==> config.mk <==
export PLATFORM = sky130hd
export DESIGN_NAME = currency_text_to_cents_parser_unit_flat
export DESIGN_NICKNAME = d
export VERILOG_FILES = /design/src/hw/rtl/cpt_pkg.sv /design/src/hw/rtl/cpt_in_if.sv /design/src/hw/rtl/cpt_out_if.sv /design/src/hw/rtl/cpt_char_step.sv /design/src/hw/rtl/currency_text_to_cents_parser_unit.sv /design/src/flat_wrapper.sv
export SDC_FILE = /design/constraint.sdc
export NUM_CORES = 1
export LEC_CHECK = 0
export ABC_AREA = 1
export BUFFER_PORTS_ARGS = -buffer_cell sky130_fd_sc_hd__buf_2
export CELL_PAD_IN_SITES_DETAIL_PLACEMENT = 0
export CELL_PAD_IN_SITES_GLOBAL_PLACEMENT = 1
export CORE_MARGIN = 2
export CORE_UTILIZATION = 40
export CTS_CLUSTER_DIAMETER = 60
export DETAILED_ROUTE_END_ITERATION = 6
export PLACE_DENSITY = 0.8
export RECOVER_POWER = 25
export REMOVE_ABC_BUFFERS = 1
export SLEW_MARGIN = 20
export SYNTH_ARGS = -nofsm -noshare
export SYNTH_HDL_FRONTEND = slang
export SYNTH_SLANG_ARGS = --single-unit
export TNS_END_PERCENT = 1
==> constraint.sdc <==
create_clock -name clk_i -period 7 [get_ports clk_i]
set_clock_uncertainty 0.2 [all_clocks]
set_input_delay 0.35 -clock clk_i [delete_from_list [all_inputs] [get_ports clk_i]]
set_output_delay 0.35 -clock clk_i [all_outputs]
set_load 0.02 [all_outputs]
==> src/hw/rtl/cpt_pkg.sv <==
package cpt_pkg;

  // Magnitude width of the result in cents; the result carries one sign bit more.
  localparam int MAG_BITS = 47;
  localparam int CENTS_W  = MAG_BITS + 1;
  // Room for ten times a magnitude plus a digit's worth of dollars.
  localparam int ACC_W    = MAG_BITS + 4;

  localparam logic [63:0] MAX_MAG64 = (64'd1 << MAG_BITS) - 64'd1;
  // Largest whole-dollar amount, in cents, that still fits the magnitude.
  localparam logic [63:0] DMAX100_64 = MAX_MAG64 - (MAX_MAG64 % 64'd100);

  localparam logic [MAG_BITS-1:0] MAX_MAG = MAX_MAG64[MAG_BITS-1:0];
  localparam logic [MAG_BITS-1:0] DMAX100 = DMAX100_64[MAG_BITS-1:0];

  localparam logic [7:0] CH_TAB    = 8'h09;
  localparam logic [7:0] CH_CR     = 8'h0D;
  localparam logic [7:0] CH_SPACE  = 8'h20;
  localparam logic [7:0] CH_DOLLAR = 8'h24;
  localparam logic [7:0] CH_LPAREN = 8'h28;
  localparam logic [7:0] CH_RPAREN = 8'h29;
  localparam logic [7:0] CH_COMMA  = 8'h2C;
  localparam logic [7:0] CH_MINUS  = 8'h2D;
  localparam logic [7:0] CH_DOT    = 8'h2E;
  localparam logic [7:0] CH_ZERO   = 8'h30;
  localparam logic [7:0] CH_NINE   = 8'h39;

  typedef enum logic [2:0] {
    PH_START = 3'b001,
    PH_SIGN  = 3'b010,
    PH_BODY  = 3'b100
  } phase_e;

  typedef enum logic [2:0] {
    ST_OK      = 3'd0,
    ST_EMPTY   = 3'd1,
    ST_BAD_DOL = 3'd2,
    ST_BAD_CNT = 3'd3,
    ST_OVER    = 3'd4
  } status_e;

  typedef struct packed {
    phase_e              phase;
    logic                neg;
    logic                paren;
    logic                close_pend;
    logic                in_frac;
    logic [1:0]          frac_cnt;
    logic [MAG_BITS-1:0] x100;      // dollars so far, kept in cents
    logic [6:0]          cent;
    logic                round;
    logic                err_dol;
    logic                err_cent;
    logic                err_over;
  } state_t;

  localparam state_t STATE_RESET = '{phase: PH_START, default: '0};

  // Snapshot of a finished text, handed to the output stage.
  typedef struct packed {
    status_e             status;
    logic                neg;
    logic [MAG_BITS-1:0] x100;
    logic [6:0]          cent;
    logic                round;
  } fin_t;

  function automatic logic [6:0] digit_x10(input logic [3:0] d);
    logic [6:0] r;
    r = {3'b000, d} * 7'd10;
    return r;
  endfunction

  function automatic logic [9:0] digit_x100(input logic [3:0] d);
    logic [9:0] r;
    r = {6'b000000, d} * 10'd100;
    return r;
  endfunction

endpackage

==> src/hw/rtl/cpt_in_if.sv <==
interface cpt_in_if;
  logic       valid;
  logic       ready;
  logic [7:0] ch;
  logic       last;

  modport source (output valid, output ch, output last, input ready);
  modport sink   (input valid, input ch, input last, output ready);
endinterface

==> src/hw/rtl/cpt_out_if.sv <==
interface cpt_out_if;
  logic                               valid;
  logic                               ready;
  logic signed [cpt_pkg::CENTS_W-1:0] cents;
  logic        [2:0]                  status;

  modport source (output valid, output cents, output status, input ready);
  modport sink   (input valid, input cents, input status, output ready);
endinterface

==> src/hw/rtl/cpt_char_step.sv <==
module cpt_char_step (
  input  cpt_pkg::state_t state_i,
  input  logic [7:0]      ch_i,
  output cpt_pkg::state_t state_o
);

  logic                              blank;
  logic                              is_digit;
  logic [3:0]                        dig;
  logic [cpt_pkg::ACC_W-1:0]         acc_x10;
  logic [cpt_pkg::ACC_W-1:0]         acc_nxt;
  logic                              acc_over;
  logic                              body;
  cpt_pkg::state_t                   s;

  assign blank    = (ch_i == cpt_pkg::CH_SPACE) ||
                    ((ch_i >= cpt_pkg::CH_TAB) && (ch_i <= cpt_pkg::CH_CR));
  assign is_digit = (ch_i >= cpt_pkg::CH_ZERO) && (ch_i <= cpt_pkg::CH_NINE);
  assign dig      = ch_i[3:0];

  // x100 * 10 + digit * 100, then range check against the dollar limit
  assign acc_x10  = {1'b0, state_i.x100, 3'b000} + {3'b000, state_i.x100, 1'b0};
  assign acc_nxt  = acc_x10 + cpt_pkg::ACC_W'(cpt_pkg::digit_x100(dig));
  assign acc_over = acc_nxt > {4'b0000, cpt_pkg::DMAX100};

  always_comb begin
    s    = state_i;
    body = 1'b0;
    if (!blank) begin
      // a held ')' followed by more text is an ordinary (bad) character
      if (s.close_pend) begin
        s.close_pend = 1'b0;
        s.phase      = cpt_pkg::PH_BODY;
        if (s.in_frac) begin
          s.err_cent = 1'b1;
        end else begin
          s.err_dol = 1'b1;
        end
      end
      if ((ch_i == cpt_pkg::CH_RPAREN) && s.paren && (s.phase != cpt_pkg::PH_START)) begin
        s.close_pend = 1'b1;
      end else begin
        unique case (s.phase)
          cpt_pkg::PH_START: begin
            if (ch_i == cpt_pkg::CH_LPAREN) begin
              s.paren = 1'b1;
              s.neg   = 1'b1;
              s.phase = cpt_pkg::PH_SIGN;
            end else if (ch_i == cpt_pkg::CH_MINUS) begin
              s.neg   = 1'b1;
              s.phase = cpt_pkg::PH_SIGN;
            end else begin
              s.phase = cpt_pkg::PH_BODY;
              body    = (ch_i != cpt_pkg::CH_DOLLAR);
            end
          end
          cpt_pkg::PH_SIGN: begin
            s.phase = cpt_pkg::PH_BODY;
            body    = (ch_i != cpt_pkg::CH_DOLLAR);
          end
          default: begin
            body = 1'b1;
          end
        endcase

        if (body) begin
          priority if (ch_i == cpt_pkg::CH_COMMA) begin
            s.in_frac = s.in_frac;
          end else if (ch_i == cpt_pkg::CH_DOT) begin
            if (s.in_frac) begin
              s.err_cent = 1'b1;
            end
            s.in_frac = 1'b1;
          end else if (is_digit) begin
            if (!s.in_frac) begin
              if (acc_over) begin
                s.err_over = 1'b1;
                s.x100     = cpt_pkg::DMAX100;
              end else begin
                s.x100 = acc_nxt[cpt_pkg::MAG_BITS-1:0];
              end
            end else begin
              unique case (s.frac_cnt)
                2'd0:    s.cent  = cpt_pkg::digit_x10(dig);
                2'd1:    s.cent  = s.cent + {3'b000, dig};
                2'd2:    s.round = (dig >= 4'd5);
                default: s.round = s.round;
              endcase
              if (s.frac_cnt != 2'd3) begin
                s.frac_cnt = s.frac_cnt + 2'd1;
              end
            end
          end else begin
            if (s.in_frac) begin
              s.err_cent = 1'b1;
            end else begin
              s.err_dol = 1'b1;
            end
          end
        end
      end
    end
    state_o = s;
  end

endmodule

==> src/hw/rtl/currency_text_to_cents_parser_unit.sv <==
// Money text to signed cents.
//
// in_i  (sink):   one ASCII character per item in ch, last marks the final one.
// out_o (source): one item per text, sent for the character flagged last:
//                 cents (signed, zero unless status is ok) and status
//                 (ok, empty, bad dollars, bad cents, overflow).
//
// Pipeline: input register -> per-character update of the parse state ->
// result snapshot -> output register. A text's result reaches out_o through
// the snapshot and output registers after its last character is taken.
// Throughput is one character per cycle while in_i.ready stays high; the
// only loop is the parse state update, with the dollar accumulator (times
// ten plus a digit, done in cents). Characters that are not last never reach
// the output stages, so they keep flowing while a result waits for the receiver.
//
// Reset clears all parse state to the start of a new text and empties the
// pipeline. When the receiver stalls, the result and snapshot registers
// fill up; after that only a last character is held back in the input
// register, and in_i.ready drops until the stall clears.
module currency_text_to_cents_parser_unit (
  input logic            clk_i,
  input logic            rst_ni,
  cpt_in_if.sink         in_i,
  cpt_out_if.source      out_o
);

  // input register
  logic       v1_q;
  logic [7:0] ch_q;
  logic       last_q;

  // parse state
  cpt_pkg::state_t state_q;
  cpt_pkg::state_t step_state;

  // result snapshot
  logic          v2_q;
  cpt_pkg::fin_t fin_q;
  cpt_pkg::fin_t fin_d;

  // output register
  logic                        v3_q;
  logic [cpt_pkg::CENTS_W-1:0] cents_q;
  logic [cpt_pkg::CENTS_W-1:0] cents_d;
  cpt_pkg::status_e            status_q;
  cpt_pkg::status_e            status_d;

  logic rdy3;
  logic rdy2;
  logic adv1;
  logic take_in;

  assign rdy3    = !v3_q || out_o.ready;
  assign rdy2    = !v2_q || rdy3;
  assign adv1    = v1_q && (!last_q || rdy2);
  assign take_in = in_i.valid && in_i.ready;

  assign in_i.ready = !v1_q || adv1;

  always_ff @(posedge clk_i or negedge rst_ni) begin
    if (!rst_ni) begin
      v1_q <= 1'b0;
    end else if (in_i.ready) begin
      v1_q <= in_i.valid;
    end
  end

  always_ff @(posedge clk_i) begin
    if (take_in) begin
      ch_q   <= in_i.ch;
      last_q <= in_i.last;
    end
  end

  cpt_char_step u_step (
    .state_i (state_q),
    .ch_i    (ch_q),
    .state_o (step_state)
  );

  // a last character restarts the parse for the next text
  always_ff @(posedge clk_i or negedge rst_ni) begin
    if (!rst_ni) begin
      state_q <= cpt_pkg::STATE_RESET;
    end else if (adv1) begin
      state_q <= last_q ? cpt_pkg::STATE_RESET : step_state;
    end
  end

  // final classification; the magnitude range check waits for the output stage
  always_comb begin
    fin_d.neg   = step_state.neg;
    fin_d.x100  = step_state.x100;
    fin_d.cent  = step_state.cent;
    fin_d.round = step_state.round;
    priority if (step_state.phase == cpt_pkg::PH_START) begin
      fin_d.status = cpt_pkg::ST_EMPTY;
    end else if (step_state.err_dol || (step_state.paren && !step_state.close_pend)) begin
      fin_d.status = cpt_pkg::ST_BAD_DOL;
    end else if (step_state.err_cent) begin
      fin_d.status = cpt_pkg::ST_BAD_CNT;
    end else if (step_state.err_over) begin
      fin_d.status = cpt_pkg::ST_OVER;
    end else begin
      fin_d.status = cpt_pkg::ST_OK;
    end
  end

  always_ff @(posedge clk_i or negedge rst_ni) begin
    if (!rst_ni) begin
      v2_q <= 1'b0;
    end else if (adv1 && last_q) begin
      v2_q <= 1'b1;
    end else if (rdy3) begin
      v2_q <= 1'b0;
    end
  end

  always_ff @(posedge clk_i) begin
    if (adv1 && last_q) begin
      fin_q <= fin_d;
    end
  end

  // cents = +/-(dollars*100 + cents + round), overflow if above the max magnitude
  logic [6:0]                  cr;
  logic [cpt_pkg::MAG_BITS-1:0] lim;
  logic                        mag_over;
  logic [cpt_pkg::CENTS_W-1:0] mag;

  assign cr       = fin_q.cent + {6'b000000, fin_q.round};
  assign lim      = cpt_pkg::MAX_MAG - cpt_pkg::MAG_BITS'(cr);
  assign mag_over = fin_q.x100 > lim;
  assign mag      = {1'b0, fin_q.x100} + cpt_pkg::CENTS_W'(cr);

  always_comb begin
    status_d = fin_q.status;
    if ((fin_q.status == cpt_pkg::ST_OK) && mag_over) begin
      status_d = cpt_pkg::ST_OVER;
    end
    if (status_d != cpt_pkg::ST_OK) begin
      cents_d = '0;
    end else if (fin_q.neg) begin
      cents_d = '0 - mag;
    end else begin
      cents_d = mag;
    end
  end

  always_ff @(posedge clk_i or negedge rst_ni) begin
    if (!rst_ni) begin
      v3_q <= 1'b0;
    end else if (rdy3) begin
      v3_q <= v2_q;
    end
  end

  always_ff @(posedge clk_i) begin
    if (rdy3 && v2_q) begin
      cents_q  <= cents_d;
      status_q <= status_d;
    end
  end

  assign out_o.valid  = v3_q;
  assign out_o.cents  = $signed(cents_q);
  assign out_o.status = status_q;

endmodule
==> src/flat_wrapper.sv <==
// flat-port wrapper written by rule: the top's interface ports become plain ports
module currency_text_to_cents_parser_unit_flat 
  (clk_i, rst_ni, in_i_valid, in_i_ch, in_i_last, in_i_ready, out_o_valid, out_o_cents, out_o_status, out_o_ready);
  cpt_in_if in_i_i ();
  cpt_out_if out_o_i ();
  input logic clk_i;
  input logic rst_ni;
  input wire logic [$bits(in_i_i.valid)-1:0] in_i_valid;
  input wire logic [$bits(in_i_i.ch)-1:0] in_i_ch;
  input wire logic [$bits(in_i_i.last)-1:0] in_i_last;
  output wire logic [$bits(in_i_i.ready)-1:0] in_i_ready;
  output wire logic [$bits(out_o_i.valid)-1:0] out_o_valid;
  output wire logic [$bits(out_o_i.cents)-1:0] out_o_cents;
  output wire logic [$bits(out_o_i.status)-1:0] out_o_status;
  input wire logic [$bits(out_o_i.ready)-1:0] out_o_ready;
  assign in_i_i.valid = in_i_valid;
  assign in_i_i.ch = in_i_ch;
  assign in_i_i.last = in_i_last;
  assign in_i_ready = in_i_i.ready;
  assign out_o_valid = out_o_i.valid;
  assign out_o_cents = out_o_i.cents;
  assign out_o_status = out_o_i.status;
  assign out_o_i.ready = out_o_ready;
  currency_text_to_cents_parser_unit u_core (.clk_i(clk_i), .rst_ni(rst_ni), .in_i(in_i_i), .out_o(out_o_i));
endmodule
* After elaboration in Yosys (flattened, before gate mapping)
Index checks and enable logic that the tools add are counted.
** Storage, ports and cells
- Word-level logic and storage cells :: 142
- Bits of input ports :: 13
- Bits in registers :: 189
** Cells by class
- $mul :: 2
- Equal/unequal tests :: 18
- Mux-type cells :: 49
- Reduce and logical (&&, ||, !) cells :: 33
- Magnitude comparators :: 7
- $add $sub $neg :: 8
** Operator list (number)
- 67-bit two-way mux :: 2
- 61-bit two-way mux :: 2
- 47-bit two-way mux :: 2
- 60-bit two-way mux :: 1
- 58-bit two-way mux :: 1
- 57-bit two-way mux :: 1
- 50-bit by 48-bit adder with 51-bit output :: 1
- 51-bit by 10-bit adder with 51-bit output :: 1
- 51-bit by 47-bit greater-than comparator with 1-bit output (second input constant) :: 1
- 47-bit by 7-bit adder with 48-bit output :: 1
- 8-bit by 6-bit equality test with 1-bit output (second input constant) :: 6
- 48-bit two-way mux :: 1
- 1-bit by 48-bit subtractor with 48-bit output (first input constant) :: 1
- 47-bit greater-than comparator :: 1
- 1-bit two-way mux :: 21
- 3-bit two-way mux :: 5
- 2-bit two-way mux :: 7
- 7-bit case mux with 2 select lines :: 1
- 2-bit nonzero test :: 6
- 1-bit logical AND :: 10
- 9-bit AND reduction :: 1
- 1-bit by 8-bit subtractor with 9-bit output (first input constant) :: 1
- 8-bit by 4-bit >= comparator with 1-bit output (second input constant) :: 1
- 8-bit by 6-bit >= comparator with 1-bit output (second input constant) :: 1
- other kinds (28) :: 41

* Logic depth before layout (Yosys ltp)
- Word-level depth :: 15
- Gate-level depth with buffers :: 32
- Gate-level depth less buffers :: 31

* By module
Synthesis repeated with hierarchy kept, for this count alone.
** Unflattened totals
- Cells, all modules :: 2475
- Area total of the unflattened synthesis :: 17242.8 µm²
** Modules (own cells, without submodules)
- currency_text_to_cents_parser_unit :: times used 1, sequential area each 5326.4 µm², area each 10314.9 µm², cells each 1207
- cpt_char_step :: times used 1, sequential area each 0.0 µm², area each 6927.9 µm², cells each 1268

* Least setup slack after synthesis
OpenSTA, ideal clock, no wires.
- Kind :: register to register
- Start :: register u_core.ch_q[1]
- End :: register u_core.fin_q[13] (netlist name), data pin
- Library setup time :: 0.250 ns
- Arrival :: 4.130 ns
- Cell stages (with the launch flop) :: 28
- Clock period less this slack :: 4.580 ns
- Data required time :: 6.550 ns
- Slack :: 2.420 ns
- Path through :: edfxtp_1 > inv_1 > ha_1 > ha_1 > fa_1 > inv_1 > fa_1 > inv_1 > ha_1 > nand2_2 > inv_1 > nand2_1 > nand3_1 > nand2_1 > nand2_1 > nand2_1 > nand2_1 > nand2_1 > nand2_1 > xnor2_1 > nand2_1 > nor3_1 > nand2_2 > nand2_4 > buf_8 > nand2_2 > nand2_1 > inv_1
** RTL lines
- start, declared :: line currency_text_to_cents_parser_unit.sv:29 : logic [7:0] ch_q;
- start signal, assigned :: line currency_text_to_cents_parser_unit.sv:70 : ch_q <= in_i.ch;
- end signal, assigned :: line currency_text_to_cents_parser_unit.sv:121 : fin_q <= fin_d;
- end, declared :: line currency_text_to_cents_parser_unit.sv:38 : cpt_pkg::fin_t fin_q;

==> out/qor.csv <==
stage,metric,value,unit
yosys,Synth Instances,2712,
placed_design,post-DP HPWL,49900,µm
final_layout,n_diodes,0,
sta,max_slew headroom,-106,%
clocking,CTS tree,built,
setup_path,CP top delay family,simple AND/OR/NAND/NOR gates,
placed_design,IO Port Bufs,65,
setup_path,Critical path buffers and inverters,5,
yosys,"Avg Cell Area, Syn",6.50,µm²
route,antenna-violating nets left,0,
setup_path,WS Path Type,register to register,
min_path,min-delay src,u_core.state_q[17],
route,DR iter-0 viols,1258,
setup_path,crit-path max cell delay,0.57,ns
final_layout,fin nets,2922,
global_routing,first-pass GRT wire length,92400,µm
clocking,"Setup Fix Bufs, Post-CTS",0,
setup_path,worst path required time,7.04,ns
setup_path,reg-to-reg startpoint,u_core.ch_q[1],
run,max_cap viols,1,
floorplan,Die Wd,214,µm
setup_path,r2r endpoint,u_core.fin_q[10],
sta,worst-margin pin slew,3.09,ns
setup_path,slack of the worst reg-to-reg path,1.18,ns
route,final wirelength,60200,µm
yosys,Synth cell types,53,
status,status,"finished, violations left",
clocking,CTS Sinks,189,
setup_path,CP most frequent cell,nand2_1,
global_routing,largest net degree at the start of global routing,71,
pwr,maximum vdd drop,0.108,mV
clocking,CTS root buf,clkbuf_16,
sta,final hold vios,0,
final_layout,share of cells above drive strength 1,7.92,%
route,Via Count,17200,
final_layout,"leading cell types in the layout, fill and taps excluded","nand2_1, inv_1, nor2_1",
final_layout,"commonest non-fill, non-tap cell in the layout",nand2_1,
min_path,hold path cells,2,
floorplan,core area,0.0433,mm²
setup_path,largest fanout on the critical path,51,
setup_path,Critical-path top delay cell,edfxtp_1,
route,DRT Pass-1 Iters,6,
route,drt wl/cell,17.8,µm
yosys,Syn. warnings,0,
sta,Final setup violation count,0,
clocking,maximum root-to-sink buffer count,2,
setup_path,crit path capture type,register,
yosys,mapped cell area,0.0176,mm²
clocking,Num CTS Buffers,17,
floorplan,Die ar.,0.0458,mm²
setup_path,Worst setup SP type,register,
pwr,P per Cell Area,159,mW/mm²
clocking,Clock Latency Late Sink,0.48,ns
sta,hold slack final,0.295,ns
sta,setup_tns,0,ns
floorplan,initial core utilization,40.7,%
placed_design,GP Congestion,0.974,
min_path,Hold EP,u_core.state_q[17],
floorplan,Die Y,214,µm
global_routing,initial antenna violation count,0,
sta,post-route clock period utilization,83.2,%
final_layout,Syn-to-layout area delta,9.27,%
floorplan,Ports,66,
sta,fmax,172,MHz
sta,crit path time final,5.82,ns
global_routing,overflow left after global routing,0,
sta,fin. max-slew vios,53,
floorplan,std cell rows,76,
clocking,CTS H-tree depth,4,
route,post-route DRC violation count,0,
clocking,clk slew on worst S/H paths,0.08,ns
global_routing,vias in the first global route,16200,
global_routing,GRT Util Overall,26.1,%
setup_path,Worst Reg-to-Reg Cells,26,
min_path,Tightest Hold Check Type,register to register,
yosys,"Seq/Total Area, Yosys",30.2,%
yosys,number of synthesized register bits,189,
sta,RSZ-0062 raised after global routing,no,
status,failing checks,"max-capacitance violations, max-slew violations",
route,post-DR vias/cell,5.11,
pwr,Leakage,0.00987,µW
setup_path,Worst EP arrival,5.86,ns
[per-stage QoR]
step           utilization [%]  power, µW  instances  setup slack, ns  cell area (µm²)
2_1_floorplan                -       1810       2671             2.15            17400
3_3_place_gp              42.9       2030       3329             1.26            18600
3_5_place_dp              42.9       2040       3329             1.21            18600
4_1_cts                   44.6       3080       3373             1.19            19300
5_1_grt                   44.5       3210       3374            0.811            19300
6_report                  44.5       3060       3374             1.18            19300
[cells in the mapped netlist (all sizes together)]
library cell	n	area, µm²
a211oi	4	30.0
a21boi	10	75.1
a21oi	91	467
a31oi	5	31.3
and2	5	31.3
and3	2	12.5
buf	11	97.6
clkbuf	30	113
clkinv	2	7.51
dfrtp	69	1730
dfstp	1	26.3
edfxtp	119	3570
fa	12	240
ha	121	1510
inv	433	1630
nand2	973	3770
nand3	201	1020
nand3b	14	105
nand4	52	325
nor2	314	1220
nor3	51	302
nor3b	4	35.0
nor4	7	43.8
o2111ai	1	8.76
o211a	1	10.0
o211ai	4	30.0
o21a	5	37.5
o21ai	72	372
o21bai	13	101
o22ai	5	31.3
o311ai	1	8.76
o31ai	3	22.5
or2	37	231
xnor2	10	87.6
xor2	29	284
[cell families after synthesis]
family,Yosys count,synth area share [%]
adders and majority gates,133,9.95
AOI/OAI and AO/OA,215,6.95
and+or+nand+nor,1660,40.3
xor gates and xnor gates,39,2.11
DFF,189,30.2
buffers and inverters,476,10.5
[what timing repair did]
action | in CTS | in global routing
hold endpoints to repair | 80 | 0
gates resized for setup | 0 | 0
hold buffers | 12 | 0
[routing by layer]
| metal | part of all wire [%] | wire length (µm) | track usage [%] |
|---|---|---|---|
| met1 | 46 | 27600 | 34.6 |
| met2 | 46 | 27900 | 43.0 |
| met3 | 3.9 | 2360 | 3.21 |
| met4 | 3.9 | 2350 | 11.1 |
| met5 | 0 | 0 | 0 |
[worst reg2reg max path: stages (launching register included)]
cell      delay (ns)
edfxtp_1        0.57
inv_1           0.16
ha_1            0.30
ha_1            0.23
fa_1            0.48
inv_1           0.05
fa_1            0.47
inv_1           0.04
ha_1            0.35
nand2_2         0.12
inv_1           0.04
nand2_1         0.09
nand3_1         0.15
nand2_1         0.11
nand2_1         0.10
nand2_1         0.16
nand2_1         0.11
nand2_1         0.07
nand2_1         0.05
xnor2_1         0.31
nand2_1         0.10
nor3_1          0.32
nand2_2         0.13
nand2_4         0.57
nand2_1         0.17
nand2_1         0.10
inv_1           0.04
[cell type report]
cell class | count | area [µm²]
timing repair buffer | 86 | 474
clock buffer | 17 | 425
tap | 585 | 732
fill | 4619 | 24000
inverter | 435 | 1630
sequential | 189 | 5330
clock inverter | 15 | 191
multi-input combinational | 2047 | 10500
[state kept, by name, indices dropped and copies added, names as in the netlist]
signal               cells
u_core.v1_q              1
u_core.out_o.cents      48
u_core.ch_q              8
u_core.v2_q              1
u_core.fin_q            59
u_core.last_q            1
u_core.out_o.status      3
u_core.state_q          67
u_core.out_o.valid       1
[how the worst max path moves through the flow]
| stage | startpoint | end | cells after the start | slack, ns |
|---|---|---|---|---|
| final | u_core.ch_q[1] | u_core.fin_q[10] | 26 | 1.18 |
| after global routing | u_core.ch_q[1] | u_core.fin_q[10] | 26 | 0.81 |
| after CTS | u_core.ch_q[1] | u_core.fin_q[10] | 26 | 1.19 |
| after detailed placement | u_core.ch_q[1] | u_core.fin_q[10] | 26 | 1.21 |
| after global placement | u_core.ch_q[1] | u_core.fin_q[10] | 26 | 1.26 |
| after floorplan | u_core.ch_q[1] | u_core.fin_q[10] | 26 | 2.15 |
[where the power goes]
group,internal [µW],total (µW),switching (µW),leakage (µW)
combinational,201,698,497,0.00746
clock,516,1030,518,0.000297
sequential,1270,1330,61.3,0.00211
No activity file was read; power rests on OpenSTA's default activity.
